<file path="config.mk">
export PLATFORM = sky130hd
export DESIGN_NAME = ring_buffer_pool_history_unit
export DESIGN_NICKNAME = d
export VERILOG_FILES = /design/src/rtl/rbph_pkg.sv /design/src/rtl/ring_buffer_pool_history_unit.sv /design/src/rtl/rbph_ram.sv /design/src/rtl/rbph_obuf.sv /design/src/rtl/rbph_seq.sv
export SDC_FILE = /design/constraint.sdc
export NUM_CORES = 2
export LEC_CHECK = 0
export BUFFER_PORTS_ARGS = -buffer_cell sky130_fd_sc_hd__buf_2
export CAP_MARGIN = 10
export CORE_UTILIZATION = 55
export DETAILED_ROUTE_END_ITERATION = 8
export PLACE_DENSITY = 0.71
export SLEW_MARGIN = 25
export SYNTH_ARGS = -nofsm -noshare
export SYNTH_HDL_FRONTEND = slang
export SYNTH_SLANG_ARGS = --single-unit
</file>
<file path="constraint.sdc">
create_clock -name clk -period 4.3 [get_ports clk]
set_input_delay 0.86 -clock clk [delete_from_list [all_inputs] [get_ports clk]]
set_output_delay 0.86 -clock clk [all_outputs]
set_load 0.05 [all_outputs]
</file>
<file path="src/rtl/rbph_pkg.sv">
// ----------------------------------------------------------------------------
// rbph_pkg - shared types and constants of the ring buffer pool
// Sizes, command codes, result layout and small helper functions.
// ----------------------------------------------------------------------------
package rbph_pkg;

  // Pool geometry
  localparam int BUF_DEPTH    = 64;
  localparam int POOL_COUNT   = 4;
  localparam int ID_LIMIT     = 4;
  localparam int CREATE_LIMIT = (POOL_COUNT < ID_LIMIT) ? POOL_COUNT : ID_LIMIT;

  // Field widths
  localparam int CMD_W  = 3;
  localparam int ID_W   = 2;
  localparam int BYTE_W = 8;
  localparam int OFS_W  = 6;

  // Derived widths
  localparam int PTR_W  = $clog2(BUF_DEPTH);
  localparam int CNT_W  = $clog2(BUF_DEPTH + 1);
  localparam int POOL_W = (POOL_COUNT > 1) ? $clog2(POOL_COUNT) : 1;
  localparam int ADDR_W = $clog2(POOL_COUNT * BUF_DEPTH);
  localparam int MEM_DEPTH = POOL_COUNT * BUF_DEPTH;

  // Stream packing
  localparam int IN_FIELDS_W  = ID_W + BYTE_W + 2 * OFS_W;
  localparam int IN_TDATA_W   = ((IN_FIELDS_W + 7) / 8) * 8;
  localparam int OUT_FIELDS_W = 1 + ID_W + BYTE_W;
  localparam int OUT_TDATA_W  = ((OUT_FIELDS_W + 7) / 8) * 8;

  localparam int IN_ID_LSB   = 0;
  localparam int IN_BYTE_LSB = IN_ID_LSB + ID_W;
  localparam int IN_FROM_LSB = IN_BYTE_LSB + BYTE_W;
  localparam int IN_TO_LSB   = IN_FROM_LSB + OFS_W;

  typedef enum logic [CMD_W-1:0] {
    CMD_CREATE      = 3'd0,
    CMD_DESTROY     = 3'd1,
    CMD_ADD         = 3'd2,
    CMD_GET         = 3'd3,
    CMD_DESTROY_ALL = 3'd4
  } cmd_t;

  localparam logic KIND_CREATE = 1'b0;
  localparam logic KIND_BYTE   = 1'b1;

  typedef struct packed {
    logic              kind;
    logic              ok;
    logic [ID_W-1:0]   granted_id;
    logic [BYTE_W-1:0] out_byte;
    logic              last;
  } res_t;

  // Output queue status seen by the sequencer
  typedef struct packed {
    logic [1:0] count;
    logic       pop;
  } obuf_stat_t;

  typedef logic [PTR_W-1:0] ofs_tbl_t [2**OFS_W];

  // Offset field reduced modulo the buffer depth, built at elaboration
  function automatic ofs_tbl_t build_mod_tbl();
    ofs_tbl_t t;
    for (int i = 0; i < 2**OFS_W; i++) begin
      t[i] = PTR_W'(i % BUF_DEPTH);
    end
    return t;
  endfunction

  localparam ofs_tbl_t MOD_TBL = build_mod_tbl();

  // Advance a buffer position with wrap
  function automatic logic [PTR_W-1:0] ptr_inc(input logic [PTR_W-1:0] p);
    logic [PTR_W-1:0] r;
    if (p == PTR_W'(BUF_DEPTH - 1)) begin
      r = '0;
    end else begin
      r = p + 1'b1;
    end
    return r;
  endfunction

  // a - b modulo the buffer depth, both operands below the depth
  function automatic logic [PTR_W-1:0] ptr_sub(input logic [PTR_W-1:0] a,
                                               input logic [PTR_W-1:0] b);
    logic [PTR_W:0] r;
    if (a >= b) begin
      r = {1'b0, a} - {1'b0, b};
    end else begin
      r = {1'b0, a} + (PTR_W + 1)'(BUF_DEPTH) - {1'b0, b};
    end
    return r[PTR_W-1:0];
  endfunction

  // Flat store address of one place of one buffer
  function automatic logic [ADDR_W-1:0] mem_addr(input logic [POOL_W-1:0] slot,
                                                 input logic [PTR_W-1:0]  pos);
    return ADDR_W'(slot) * ADDR_W'(BUF_DEPTH) + ADDR_W'(pos);
  endfunction

endpackage

</file>
<file path="src/rtl/ring_buffer_pool_history_unit.sv">
// ----------------------------------------------------------------------------
// ring_buffer_pool_history_unit - pool of byte ring buffers with read-back
// Create, destroy, append and windowed history reads over stream ports.
// ----------------------------------------------------------------------------
// Timing: create, destroy, destroy-all and add are each done on acceptance, and
// the next request is taken as soon as the result queue has room (create's reply
// waits in the result queue). A get of n bytes, n = (from_back - to_back) mod 64
// or 64 when the two match, streams its bytes at up to one per cycle, set by the
// single read port of the byte store and held back while the result queue is
// full; the next request is taken once the final read lands. The store needs no
// clearing pass: a per-buffer fill count marks which places were written since
// the buffer was last cleared, and places beyond it read as zero. Results leave
// through a two-entry queue, so the output side may stall without losing a byte.
module ring_buffer_pool_history_unit (
  input  logic                               clk,
  input  logic                               rst_n,
  // request stream
  input  logic                               in_tvalid,
  output logic                               in_tready,
  // [1:0] buffer_id, [9:2] data_byte, [15:10] from_back, [21:16] to_back
  input  logic [rbph_pkg::IN_TDATA_W-1:0]    in_tdata,
  // [2:0] cmd
  input  logic [rbph_pkg::CMD_W-1:0]         in_tuser,
  // result stream
  output logic                               out_tvalid,
  input  logic                               out_tready,
  // [0] ok, [2:1] granted_id, [10:3] out_byte
  output logic [rbph_pkg::OUT_TDATA_W-1:0]   out_tdata,
  // [0] kind
  output logic                               out_tuser,
  output logic                               out_tlast
);

  logic                             mem_we;
  logic [rbph_pkg::ADDR_W-1:0]      mem_waddr;
  logic [rbph_pkg::BYTE_W-1:0]      mem_wdata;
  logic                             mem_re;
  logic [rbph_pkg::ADDR_W-1:0]      mem_raddr;
  logic [rbph_pkg::BYTE_W-1:0]      mem_rdata;
  logic                             push;
  rbph_pkg::res_t                   push_res;
  rbph_pkg::res_t                   out_res;
  rbph_pkg::obuf_stat_t             ob_stat;

  // unpack the request fields
  logic [rbph_pkg::ID_W-1:0]        req_id;
  logic [rbph_pkg::BYTE_W-1:0]      req_byte;
  logic [rbph_pkg::OFS_W-1:0]       req_from;
  logic [rbph_pkg::OFS_W-1:0]       req_to;

  assign req_id   = in_tdata[rbph_pkg::IN_ID_LSB   +: rbph_pkg::ID_W];
  assign req_byte = in_tdata[rbph_pkg::IN_BYTE_LSB +: rbph_pkg::BYTE_W];
  assign req_from = in_tdata[rbph_pkg::IN_FROM_LSB +: rbph_pkg::OFS_W];
  assign req_to   = in_tdata[rbph_pkg::IN_TO_LSB   +: rbph_pkg::OFS_W];

  rbph_seq u_seq (
    .clk       (clk),
    .rst_n     (rst_n),
    .in_tvalid (in_tvalid),
    .in_tready (in_tready),
    .in_cmd    (in_tuser),
    .in_id     (req_id),
    .in_byte   (req_byte),
    .in_from   (req_from),
    .in_to     (req_to),
    .mem_we    (mem_we),
    .mem_waddr (mem_waddr),
    .mem_wdata (mem_wdata),
    .mem_re    (mem_re),
    .mem_raddr (mem_raddr),
    .mem_rdata (mem_rdata),
    .push      (push),
    .push_res  (push_res),
    .ob_stat   (ob_stat)
  );

  // byte store: every buffer back to back
  rbph_ram #(
    .DATA_W (rbph_pkg::BYTE_W),
    .DEPTH  (rbph_pkg::MEM_DEPTH),
    .ADDR_W (rbph_pkg::ADDR_W)
  ) u_store (
    .clk   (clk),
    .we    (mem_we),
    .waddr (mem_waddr),
    .wdata (mem_wdata),
    .re    (mem_re),
    .raddr (mem_raddr),
    .rdata (mem_rdata)
  );

  rbph_obuf u_obuf (
    .clk       (clk),
    .rst_n     (rst_n),
    .push      (push),
    .push_res  (push_res),
    .stat      (ob_stat),
    .out_valid (out_tvalid),
    .out_ready (out_tready),
    .out_res   (out_res)
  );

  // pack the result, zero filled to whole bytes
  assign out_tdata = rbph_pkg::OUT_TDATA_W'({out_res.out_byte, out_res.granted_id,
                                             out_res.ok});
  assign out_tuser = out_res.kind;
  assign out_tlast = out_res.last;

endmodule

</file>
<file path="src/rtl/rbph_ram.sv">
// ----------------------------------------------------------------------------
// rbph_ram - simple dual-port synchronous RAM
// One write port, one read port with registered read data.
// ----------------------------------------------------------------------------
module rbph_ram #(
  parameter int DATA_W = 8,
  parameter int DEPTH  = 256,
  parameter int ADDR_W = $clog2(DEPTH)
) (
  input  logic              clk,
  input  logic              we,
  input  logic [ADDR_W-1:0] waddr,
  input  logic [DATA_W-1:0] wdata,
  input  logic              re,
  input  logic [ADDR_W-1:0] raddr,
  output logic [DATA_W-1:0] rdata
);

  logic [DATA_W-1:0] mem [DEPTH];

  always_ff @(posedge clk) begin
    if (we) begin
      mem[waddr] <= wdata;
    end
  end

  always_ff @(posedge clk) begin
    if (re) begin
      rdata <= mem[raddr];
    end
  end

endmodule

</file>
<file path="src/rtl/rbph_obuf.sv">
// ----------------------------------------------------------------------------
// rbph_obuf - two-entry result queue
// Parts the sequencer from the output stream so reads can run ahead.
// ----------------------------------------------------------------------------
module rbph_obuf (
  input  logic                clk,
  input  logic                rst_n,
  input  logic                push,
  input  rbph_pkg::res_t      push_res,
  output rbph_pkg::obuf_stat_t stat,
  output logic                out_valid,
  input  logic                out_ready,
  output rbph_pkg::res_t      out_res
);

  rbph_pkg::res_t q_r [2];
  logic           wr_ptr_r, wr_ptr_nxt;
  logic           rd_ptr_r, rd_ptr_nxt;
  logic [1:0]     count_r, count_nxt;
  logic           pop;

  assign out_valid  = (count_r != 2'd0);
  assign out_res    = q_r[rd_ptr_r];
  assign pop        = out_valid && out_ready;
  assign stat.count = count_r;
  assign stat.pop   = pop;

  always_comb begin
    wr_ptr_nxt = push ? ~wr_ptr_r : wr_ptr_r;
    rd_ptr_nxt = pop ? ~rd_ptr_r : rd_ptr_r;
    count_nxt  = count_r + 2'(push) - 2'(pop);
  end

  always_ff @(posedge clk) begin
    if (!rst_n) begin
      wr_ptr_r <= 1'b0;
      rd_ptr_r <= 1'b0;
      count_r  <= 2'd0;
    end else begin
      wr_ptr_r <= wr_ptr_nxt;
      rd_ptr_r <= rd_ptr_nxt;
      count_r  <= count_nxt;
    end
  end

  always_ff @(posedge clk) begin
    if (push) begin
      q_r[wr_ptr_r] <= push_res;
    end
  end

  // never push into a full queue
  a_no_overflow: assert property (@(posedge clk) disable iff (!rst_n)
    push |-> (count_r != 2'd2 || pop))
    else $error("result queue overflow");

endmodule

</file>
<file path="src/rtl/rbph_seq.sv">
// ----------------------------------------------------------------------------
// rbph_seq - command sequencer and buffer table
// Decodes requests, keeps per-buffer state and drives the byte store.
// ----------------------------------------------------------------------------
module rbph_seq (
  input  logic                            clk,
  input  logic                            rst_n,
  input  logic                            in_tvalid,
  output logic                            in_tready,
  input  logic [rbph_pkg::CMD_W-1:0]      in_cmd,
  input  logic [rbph_pkg::ID_W-1:0]       in_id,
  input  logic [rbph_pkg::BYTE_W-1:0]     in_byte,
  input  logic [rbph_pkg::OFS_W-1:0]      in_from,
  input  logic [rbph_pkg::OFS_W-1:0]      in_to,
  output logic                            mem_we,
  output logic [rbph_pkg::ADDR_W-1:0]     mem_waddr,
  output logic [rbph_pkg::BYTE_W-1:0]     mem_wdata,
  output logic                            mem_re,
  output logic [rbph_pkg::ADDR_W-1:0]     mem_raddr,
  input  logic [rbph_pkg::BYTE_W-1:0]     mem_rdata,
  output logic                            push,
  output rbph_pkg::res_t                  push_res,
  input  rbph_pkg::obuf_stat_t            ob_stat
);

  typedef enum logic [1:0] {
    ST_IDLE = 2'b01,
    ST_GET  = 2'b10
  } state_t;

  state_t                         st_r, st_nxt;
  logic                           in_use_r   [rbph_pkg::POOL_COUNT];
  logic                           in_use_nxt [rbph_pkg::POOL_COUNT];
  logic [rbph_pkg::PTR_W-1:0]     wp_r       [rbph_pkg::POOL_COUNT];
  logic [rbph_pkg::PTR_W-1:0]     wp_nxt     [rbph_pkg::POOL_COUNT];
  logic [rbph_pkg::CNT_W-1:0]     fill_r     [rbph_pkg::POOL_COUNT];
  logic [rbph_pkg::CNT_W-1:0]     fill_nxt   [rbph_pkg::POOL_COUNT];
  logic [rbph_pkg::POOL_W-1:0]    slot_r, slot_nxt;
  logic [rbph_pkg::PTR_W-1:0]     pos_r, pos_nxt;
  logic [rbph_pkg::CNT_W-1:0]     rem_r, rem_nxt;
  logic                           rvalid_r, rlast_r, rzero_r;

  logic                           accept;
  logic                           id_ok;
  logic [rbph_pkg::POOL_W-1:0]    slot_in;
  logic                           found;
  logic [rbph_pkg::POOL_W-1:0]    free_slot;
  logic                           space_ok;
  logic                           rd_last;
  logic                           rd_zero;
  logic [rbph_pkg::PTR_W-1:0]     from_m, to_m;
  logic                           create_push;
  rbph_pkg::res_t                 create_res;
  rbph_pkg::res_t                 byte_res;

  assign slot_in   = rbph_pkg::POOL_W'(in_id);
  assign id_ok     = (int'(in_id) < rbph_pkg::POOL_COUNT);
  assign in_tready = (st_r == ST_IDLE) && !rvalid_r && (ob_stat.count != 2'd2);
  assign accept    = in_tvalid && in_tready;
  assign from_m    = rbph_pkg::MOD_TBL[in_from];
  assign to_m      = rbph_pkg::MOD_TBL[in_to];

  // lowest free buffer that create may claim
  always_comb begin
    found     = 1'b0;
    free_slot = '0;
    for (int i = rbph_pkg::CREATE_LIMIT - 1; i >= 0; i--) begin
      if (!in_use_r[i]) begin
        found     = 1'b1;
        free_slot = rbph_pkg::POOL_W'(i);
      end
    end
  end

  // room in the queue for a read issued now, counting the one landing
  assign space_ok = ({1'b0, ob_stat.count} + 3'(rvalid_r)) < (3'd2 + 3'(ob_stat.pop));
  assign mem_re    = (st_r == ST_GET) && space_ok;
  assign mem_raddr = rbph_pkg::mem_addr(slot_r, pos_r);
  assign rd_last   = (rem_r == rbph_pkg::CNT_W'(1));
  assign rd_zero   = !(rbph_pkg::CNT_W'(pos_r) < fill_r[slot_r]);

  always_comb begin
    st_nxt      = st_r;
    in_use_nxt  = in_use_r;
    wp_nxt      = wp_r;
    fill_nxt    = fill_r;
    slot_nxt    = slot_r;
    pos_nxt     = pos_r;
    rem_nxt     = rem_r;
    mem_we      = 1'b0;
    mem_waddr   = rbph_pkg::mem_addr(slot_in, wp_r[slot_in]);
    mem_wdata   = in_byte;
    create_push = 1'b0;
    create_res  = '0;
    create_res.kind = rbph_pkg::KIND_CREATE;

    if (accept) begin
      unique case (rbph_pkg::cmd_t'(in_cmd))
        rbph_pkg::CMD_CREATE: begin
          create_push = 1'b1;
          if (found) begin
            in_use_nxt[free_slot] = 1'b1;
            wp_nxt[free_slot]     = '0;
            fill_nxt[free_slot]   = '0;
            create_res.ok         = 1'b1;
            create_res.granted_id = rbph_pkg::ID_W'(free_slot);
          end
        end
        rbph_pkg::CMD_DESTROY: begin
          if (id_ok) begin
            in_use_nxt[slot_in] = 1'b0;
            wp_nxt[slot_in]     = '0;
            fill_nxt[slot_in]   = '0;
          end
        end
        rbph_pkg::CMD_ADD: begin
          if (id_ok && in_use_r[slot_in]) begin
            mem_we          = 1'b1;
            wp_nxt[slot_in] = rbph_pkg::ptr_inc(wp_r[slot_in]);
            if (fill_r[slot_in] != rbph_pkg::CNT_W'(rbph_pkg::BUF_DEPTH)) begin
              fill_nxt[slot_in] = fill_r[slot_in] + 1'b1;
            end
          end
        end
        rbph_pkg::CMD_GET: begin
          if (id_ok && in_use_r[slot_in]) begin
            st_nxt   = ST_GET;
            slot_nxt = slot_in;
            pos_nxt  = rbph_pkg::ptr_sub(wp_r[slot_in], from_m);
            if (from_m == to_m) begin
              rem_nxt = rbph_pkg::CNT_W'(rbph_pkg::BUF_DEPTH);
            end else begin
              rem_nxt = rbph_pkg::CNT_W'(rbph_pkg::ptr_sub(from_m, to_m));
            end
          end
        end
        rbph_pkg::CMD_DESTROY_ALL: begin
          for (int i = 0; i < rbph_pkg::POOL_COUNT; i++) begin
            in_use_nxt[i] = 1'b0;
            wp_nxt[i]     = '0;
            fill_nxt[i]   = '0;
          end
        end
        default: begin
        end
      endcase
    end

    // walk the window one place per issued read
    if (mem_re) begin
      pos_nxt = rbph_pkg::ptr_inc(pos_r);
      rem_nxt = rem_r - 1'b1;
      if (rd_last) begin
        st_nxt = ST_IDLE;
      end
    end
  end

  always_comb begin
    byte_res            = '0;
    byte_res.kind       = rbph_pkg::KIND_BYTE;
    byte_res.out_byte   = rzero_r ? '0 : mem_rdata;
    byte_res.last       = rlast_r;
  end

  // read data and create replies never meet: requests wait for reads to land
  assign push     = rvalid_r || create_push;
  assign push_res = rvalid_r ? byte_res : create_res;

  always_ff @(posedge clk) begin
    if (!rst_n) begin
      st_r     <= ST_IDLE;
      rvalid_r <= 1'b0;
      for (int i = 0; i < rbph_pkg::POOL_COUNT; i++) begin
        in_use_r[i] <= 1'b0;
        wp_r[i]     <= '0;
        fill_r[i]   <= '0;
      end
    end else begin
      st_r     <= st_nxt;
      rvalid_r <= mem_re;
      in_use_r <= in_use_nxt;
      wp_r     <= wp_nxt;
      fill_r   <= fill_nxt;
    end
  end

  always_ff @(posedge clk) begin
    slot_r  <= slot_nxt;
    pos_r   <= pos_nxt;
    rem_r   <= rem_nxt;
    rlast_r <= rd_last;
    rzero_r <= rd_zero;
  end

  // a run in progress always has bytes left
  a_rem_live: assert property (@(posedge clk) disable iff (!rst_n)
    (st_r == ST_GET) |-> (rem_r != '0))
    else $error("get run with no bytes left");

  // the final read closes the run
  a_last_idle: assert property (@(posedge clk) disable iff (!rst_n)
    (mem_re && rd_last) |=> (st_r == ST_IDLE && rvalid_r && rlast_r))
    else $error("get run did not close on its final read");

  // until a buffer wraps, its write index equals its fill count
  for (genvar g = 0; g < rbph_pkg::POOL_COUNT; g++) begin : g_fill_chk
    a_fill_wp: assert property (@(posedge clk) disable iff (!rst_n)
      (fill_r[g] != rbph_pkg::CNT_W'(rbph_pkg::BUF_DEPTH))
        |-> (rbph_pkg::CNT_W'(wp_r[g]) == fill_r[g]))
      else $error("write index and fill count disagree");
  end

endmodule

</file>
# ---- Yosys cells after proc, flatten, opt, wreduce, memory -nomap -nowiden
# Memories as Yosys holds them, arrays and structs flattened. A register that Yosys moved wholly into a read port is not among the register bits.
# Cells that the tools add are included.
dict set report op_classes {
  bitwise 18
  mux 84
  reduce_logical 22
  eq_ne 15
  n_addsub 16
  n_lt_le_gt_ge 11
}
# op count
set ops {}
lappend ops {{$mux W6} 19}
lappend ops {{$pmux W28 S4} 1}
lappend ops {{$pmux W24 S4} 1}
lappend ops {{$mux W28} 3}
lappend ops {{$mux W7} 11}
lappend ops {{$and A28 B28 Y28} 2}
lappend ops {{$not A28 Y28} 2}
lappend ops {{$and A24 B24 Y24} 2}
lappend ops {{$mux W24} 2}
lappend ops {{$not A24 Y24} 2}
lappend ops {{$bmux W7 S2} 2}
lappend ops {{$bwmux W28} 1}
lappend ops {{$demux W7 S2} 2}
lappend ops {{$add A6 B1 Y6 const B} 4}
lappend ops {{$bwmux W24} 1}
lappend ops {{$demux W6 S2} 2}
lappend ops {{$sub A6 B6 Y6} 4}
lappend ops {{$mux W1} 19}
lappend ops {{$mux W2} 9}
lappend ops {{$add A8 B6 Y8} 2}
lappend ops {{$ge A7 B7 Y1 const B} 2}
lappend ops {{$not A6 Y7} 2}
lappend ops {{$mux W13} 1}
lappend ops {{$bmux W6 S2} 1}
lappend ops {{43 further kinds} 69}
dict set report totals {
  elab_cells 192
  rom_bits 768
  out_inout_bits 20
  regBits 80
  mem_count 4
  ramBits 2074
  input_bits 31
}
# name depth width rd rd_ports_with_merged_regs wr line_no
set mem_list {}
lappend mem_list {u_store.mem 256 8 1 1 1 rbph_ram.sv:19} ;# logic [DATA_W-1:0] mem [DEPTH];
lappend mem_list {{(no name shown)} 64 6 1 0 0 rbph_seq.sv:60} ;# assign from_m = rbph_pkg::MOD_TBL[in_from];
lappend mem_list {{(no name shown)} 64 6 1 0 0 rbph_seq.sv:61} ;# assign to_m = rbph_pkg::MOD_TBL[in_to];
lappend mem_list {u_obuf.q_r 2 13 1 1 1 rbph_obuf.sv:16} ;# rbph_pkg::res_t q_r [2];

# ---- Logic depth before layout (Yosys ltp)
dict set report depth {
  word_depth 13
  depth_mapped 12
  depth_no_buf 10
}

# ---- By module
# A second synthesis with hierarchy kept.
dict set report unflattened {
  cells_unflattened 4300
  hier_area_um2 85579.6
}
# mod seq_area_each_um2 cells_each area_each_um2 n_inst
set modules_own_cells {}
lappend modules_own_cells {rbph_ram 61739.2 3733 79636.4 1}
lappend modules_own_cells {rbph_seq 1671.6 498 4713.3 1}
lappend modules_own_cells {rbph_obuf 880.8 63 1188.6 1}
lappend modules_own_cells {ring_buffer_pool_history_unit 0.0 6 41.3 1}

# ---- Least setup slack after synthesis
# Ideal clock, no wire load.
dict set report synth_path {
  kind {input port to flip-flop}
  start {input in_tdata[0] (netlist bit)}
  end {register u_seq.pos_r[5] (netlist bit) (data pin)}
  path_slack_ns 0.580
  path_stages 10
  n_path_buf 2
  t_required_ns 4.044
  t_arrival_ns 3.464
  cell_sequence {buf_2 clkbuf_1 mux4_2 ha_1 nor2b_1 o21ai_0 a21oi_1 o21a_1 or3_1 a31o_2}
}
dict set report synth_via {
  elab_chain_cells 11
  elab_cells_between_ends 13
}
# item line_no
set synth_rtl {}
lappend synth_rtl {{start: declaration} ring_buffer_pool_history_unit.sv:21} ;# input logic [rbph_pkg::IN_TDATA_W-1:0] in_tdata,
lappend synth_rtl {{$not A2 Y3 (not written as such) (*)} rbph_seq.sv:129} ;# pos_nxt = rbph_pkg::ptr_sub(wp_r[slot_in], from_m);
lappend synth_rtl {{$bmux W6 S2 (*)} rbph_seq.sv:129}
lappend synth_rtl {{$mux W6 (not written as such) (*) (2 in a row)} rbph_seq.sv:129}
lappend synth_rtl {{$add A6 B1 Y6} rbph_pkg.sv:93} ;# r = {1'b0, a} + (PTR_W + 1)'(BUF_DEPTH) - {1'b0, b};
lappend synth_rtl {{$sub A6 B6 Y6} rbph_pkg.sv:93}
lappend synth_rtl {{$mux W6 (*)} rbph_pkg.sv:90} ;# if (a >= b) begin
lappend synth_rtl {{$mux W6 (*)} rbph_seq.sv:126} ;# if (id_ok && in_use_r[slot_in]) begin
lappend synth_rtl {{$mux W6 (*)} rbph_seq.sv:98} ;# unique case (rbph_pkg::cmd_t'(in_cmd))
lappend synth_rtl {{$mux W6 (*)} rbph_seq.sv:97} ;# if (accept) begin
lappend synth_rtl {{$mux W6 (*)} rbph_seq.sv:150} ;# if (mem_re) begin
lappend synth_rtl {{net u_seq.pos_nxt, one bit} rbph_seq.sv:39} ;# logic [rbph_pkg::PTR_W-1:0] pos_r, pos_nxt;
lappend synth_rtl {{end signal: assignment} rbph_seq.sv:190} ;# pos_r <= pos_nxt;
lappend synth_rtl {{end: declaration} rbph_seq.sv:39}
# Mark *: on every way through the listed nets, which the timed path passes. The rest lies on a longest branch. The select of a mux whose other input is x is not followed.
# A chain may end at the register's enable or synchronous reset.

# ---- Worst setup path in the final report
dict set report layout_path {
  start {register u_seq.pos_r[4] (netlist bit)}
  end {register u_store.rdata[3], read port of u_store.mem (data pin)}
}
dict set report layout_via {
  elab_chain_cells 1
}
# item line_no
set layout_rtl {}
lappend layout_rtl {{$add A8 B6 Y8} rbph_pkg.sv:101} ;# return ADDR_W'(slot) * ADDR_W'(BUF_DEPTH) + ADDR_W'(pos);
lappend layout_rtl {{end: declaration} rbph_ram.sv:16} ;# output logic [DATA_W-1:0] rdata
# Every way passes these cells.

==> results.md <==
- The post-synthesis area per instance is 20.3 µm².
- The DRC marker count from the first detailed-route iteration is ~5200.
- The max-slew headroom at the worst pin is roughly a third.
- The number of enable flip-flop cells after synthesis is between 2000 and 2500.
- The quantity of hold-fixing buffers added after cts is 0.
- The largest individual stage delay along the critical path comes from the cell sky130_fd_sc_hd__edfxtp_1.
- The first detailed-routing pass ran for 5 iterations.
- The sum of routed wire length over all layers is approximately 200000 µm.
- The clock tree from TritonCTS is built.
- Buffers inserted during clock tree synthesis total between 200 and 250.
- The proportion of netlist area held by the largest area contributor is 74.4%.
- Routability-driven placement finished with a final weighted congestion of 0.874.
- The post-synthesis sequential area ratio is around 76%.
- The post-cts resize count is 0.
- For hold timing, the worst endpoint is u_seq.in_use_r[0]$_SDFFE_PN0P_.
- The initial utilization of the core area, before any placement, comes to 55.5%.
- The final-stage net count is ~4500.
- The maximum ir drop on the vdd rail is roughly 550 µV.
- The worst hold path depth is 3.
- In this run the remaining antenna-violating nets after routing total 0.
- For the final routed database, the setup TNS stands at 0 ns.
- The residual DRC count is 0.
- At the placement stage, the worst setup path has a slack of between 0.2 and 0.3 ns.
- The die span in y is approximately 390 µm.
- The number of instances in the synthesized netlist is between 4000 and 5000.
- The total vias in the final route is between 40000 and 50000.
- The number of global-route vias before repair is about 43000.
- The instance count after placement with tap cells included is around 6300.
- Setup repair after global routing left no endpoint under its margin.
- The number of placed I/O pins is just over 50.
- Entering global routing, the biggest net connects around 140 pins.
- In this run the cell area measured after placement is about 90000 µm².
- In the synthesized netlist the dominant register cell turns out to be sky130_fd_sc_hd__edfxtp_1.
- Summing every instance area after synthesis gives between 80000 and 90000 µm².
- The total number of clock tree sinks is 2163.
- Ranked by instance count, the synthesized netlist is headed by sky130_fd_sc_hd__edfxtp_1, sky130_fd_sc_hd__mux4_2, sky130_fd_sc_hd__nor2_1.
- The classification of the worst setup path is flop to flop.
- Buffers placed on the I/O ports in this run total 43.
- STA classifies the critical path endpoint as a flop.
- Of all nets on the critical path, the largest fanout is 21.
- Clock-pin slew was measured on the worst setup and hold paths at around 0.06 ns.
- The post-layout instance area is about 96000 µm².
- Summed over all layers, the global routing overflow is 0.
- The row count is between 100 and 150.
- In this run the power density over the cells is roughly 440 nW/µm².
- For the pin with the worst max-slew slack, the measured transition is 1.02 ns.
- Global routing used between 20% and 30% of the available tracks across all layers.
- The run finished with clean final reports.
- The shortest clock period the worst path allows after layout is around 4.0 ns.
- After synthesis, the share of flip-flops with an asynchronous set or reset is 0%.
- The number of antenna violations at the first check in global routing is 4.
- The die area is 156000 µm².
- The origin of the worst min-delay path is in_tuser[1].
- The signal on the critical path passes through nor2b_4 > buf_4 > buf_4 > a22oi_1 > a21oi_1 > or4_1 > o31ai_1 > nor4b_1 > buf_4.
- Once routing completed, OpenROAD measured the worst setup slack at between 0.2 and 0.3 ns.
- The final cycle utilization of the critical path is ~93%.
- For flop-to-flop paths, the worst setup slack is around 0.29 ns.
- For this design the static power due to leakage is roughly 0.03 µW.
- The most critical setup path has its startpoint at u_seq.pos_r[4]$_DFFE_PP_.
- Counting along the longest clock path gives a buffer depth of 3.
- In the post-synthesis netlist, the cell with the most instances is sky130_fd_sc_hd__edfxtp_1.
- The die span in x is between 300 and 400 µm.
- The data arrival time at the worst-slack endpoint is about 4.7 ns.
- The global-route wire length before repair is a little under 300000 µm.
- The most numerous cell type found on the critical path is sky130_fd_sc_hd__buf_4.
- For the worst-skew pair, the clock arrives at the later sink with an insertion delay of about 0.85 ns.
- Detailed placement ended at an HPWL of roughly 120000 µm.
- In the final routed layout, each cell accounts on average for 29.8 µm.
- Static timing analysis puts the maximum clock frequency at approximately 250 MHz.
- The post-route netlist has roughly a quarter of its cells at a drive strength greater than 1.
- The cell taking the most area after synthesis is sky130_fd_sc_hd__edfxtp_1.
- The core box area is roughly 150000 µm².
- The final instance count without filler cells is between 6000 and 7000.
- STA classifies the critical path startpoint as a flop.
- The delay of the slowest critical-path stage is 0.96 ns.
- The post-CTS setup buffer count is 0.
- The class of the most critical hold timing path is primary input to flop.
- Across the run, the number of max-cap violations was 0.
- The signed area change from the synthesized netlist to the final layout is 13.1%.
- Counting flops and latches in the post-synthesis netlist gives between 2000 and 2500.
- The endpoint identified for the worst register-to-register timing path is u_store.rdata[3]$_DFFE_PN_.
- The startpoint identified for the worst register-to-register timing path is u_seq.pos_r[4]$_DFFE_PP_.
- By area the synthesized netlist is led by sky130_fd_sc_hd__edfxtp_1, sky130_fd_sc_hd__mux4_2, sky130_fd_sc_hd__dfxtp_1.
- In this run the number of H-tree levels came out at 4.
- The depth of the most critical reg-to-reg path is 9.
- The warning count from the yosys run is 0.
- The worst endpoint required time is roughly 5.0 ns.
- The root buffer cell chosen for the clock tree is sky130_fd_sc_hd__clkbuf_16.
- After detailed routing, the number of vias per cell comes to between 6 and 7.
- Synthesis instantiated 80 different standard cells from the library.
- The number of slew-limit violations in the final report is 0.
- The clock arrives with between 0.02 and 0.03 ns of skew.
- The number of endpoints with negative hold slack in the final report came to 0.
- Setup violations remaining at the end of the flow were counted as 0.
[layout make-up]
class,count,area [µm²]
antenna,5,12.5
timing repair buffer,310,2910
clock buffer,242,5320
multi-input combinational,1721,19300
tap,2030,2540
fill,10180,56700
clock inverter,138,1280
sequential,2163,64300
inverter,40,150
[stage by stage]
stage	util, %	hold WS (ns)	total power [µW]
finish	62.8	0.402	41800
global route	62.8	0.426	42800
CTS	62.8	0.349	41900
detailed placement	58.5	0.458	24400
global placement	58.4	0.449	24400
floorplan	-	0.431	23900
[registers in the layout, indices dropped and copies added (netlist names), named ones only]
name	cells
u_seq.rem_r	7
u_store.mem	2048
u_seq.rzero_r	1
u_obuf.q_r	26
u_seq.rlast_r	1
u_obuf.rd_ptr_r	1
u_seq.wp_r	24
u_seq.pos_r	6
u_seq.slot_r	2
u_obuf.count_r	2
u_seq.in_use_r	4
u_store.rdata	8
u_seq.fill_r	28
u_seq.st_r	2
u_seq.rvalid_r	1
u_obuf.wr_ptr_r	1
[cell usage in the layout, fill, tap and decap left out, types with 14 or more instances in the layout]
cell                        count
sky130_fd_sc_hd__nor2_1       326
sky130_fd_sc_hd__dfxtp_1       66
sky130_fd_sc_hd__o211ai_1      31
sky130_fd_sc_hd__o21ai_0       38
sky130_fd_sc_hd__ha_1          30
sky130_fd_sc_hd__nor2b_1       15
sky130_fd_sc_hd__mux2_2        22
sky130_fd_sc_hd__a21oi_1       99
sky130_fd_sc_hd__nand3_1       22
sky130_fd_sc_hd__nor4_1        18
sky130_fd_sc_hd__nor3_1        20
sky130_fd_sc_hd__a32oi_1       14
sky130_fd_sc_hd__nand2b_1      15
sky130_fd_sc_hd__and2_1        19
sky130_fd_sc_hd__a22oi_1      159
sky130_fd_sc_hd__clkinv_1      58
sky130_fd_sc_hd__buf_2         35
sky130_fd_sc_hd__clkbuf_16    207
sky130_fd_sc_hd__buf_12        46
sky130_fd_sc_hd__inv_1         37
sky130_fd_sc_hd__nand2_1       56
sky130_fd_sc_hd__clkbuf_1      34
sky130_fd_sc_hd__buf_4        219
sky130_fd_sc_hd__mux4_2       507
sky130_fd_sc_hd__clkinv_2      44
sky130_fd_sc_hd__edfxtp_1    2097
sky130_fd_sc_hd__a221oi_1      19
sky130_fd_sc_hd__bufinv_16     21
sky130_fd_sc_hd__o22ai_1       36
sky130_fd_sc_hd__a22o_1        32
sky130_fd_sc_hd__mux2i_1       72
[routing by layer]
layer / part of all wire (%) / vias to the layer above / wire length [µm] / track usage [%]
li1: - / 17891 / - / -
met2: 47 / 2139 / 93900 / 39.4
met1: 41 / 22646 / 80600 / 37.6
met5: 0.099 / - / 197 / 0.800
met3: 9.0 / 329 / 17900 / 5.31
met4: 2.9 / 6 / 5750 / 7.75
[power breakdown]
| part | switching [µW] | internal, µW |
|---|---|---|
| Clock | 7680 | 10100 |
| Sequential | 31.5 | 23100 |
| Combinational | 643 | 198 |
| Total | 8350 | 33400 |
[how the worst max path moves through the flow]
stage / to / slack (ns)
final: u_store.rdata[3]$_DFFE_PN_ / 0.29
after global routing: u_store.rdata[3]$_DFFE_PN_ / 0.29
after CTS: u_store.rdata[3]$_DFFE_PN_ / 0.31
after detailed placement: u_store.mem[125][6]$_DFFE_PP_ / 0.30
after global placement: u_store.mem[125][1]$_DFFE_PP_ / 0.38
after floorplan: u_seq.pos_r[5]$_DFFE_PP_ / 0.58
[logic make-up (layout without fill, tap and decap cells)]
| group | after synthesis | count (layout) | share of synthesized area [%] |
|---|---|---|---|
| other cells | 1 | 10 | 0.00443 |
| xor+xnor | 24 | 24 | 0.248 |
| mux | 602 | 602 | 14.7 |
| fa+ha+maj | 32 | 32 | 0.491 |
| buf+inv | 296 | 730 | 1.49 |
| flops | 2163 | 2163 | 75.9 |
| compound gates | 490 | 490 | 4.08 |
| simple gates | 568 | 568 | 3.09 |
[worst max-delay path, delay by kind of cell (launching register included)]
family                 cells  cell delay [ns]
AND/OR/NAND/NOR            3             1.70
AO/OA/AOI/OAI              3             0.54
buffers and inverters      3             0.63
flip-flops                 1             0.96
Power figures use the tool's default switching activity.
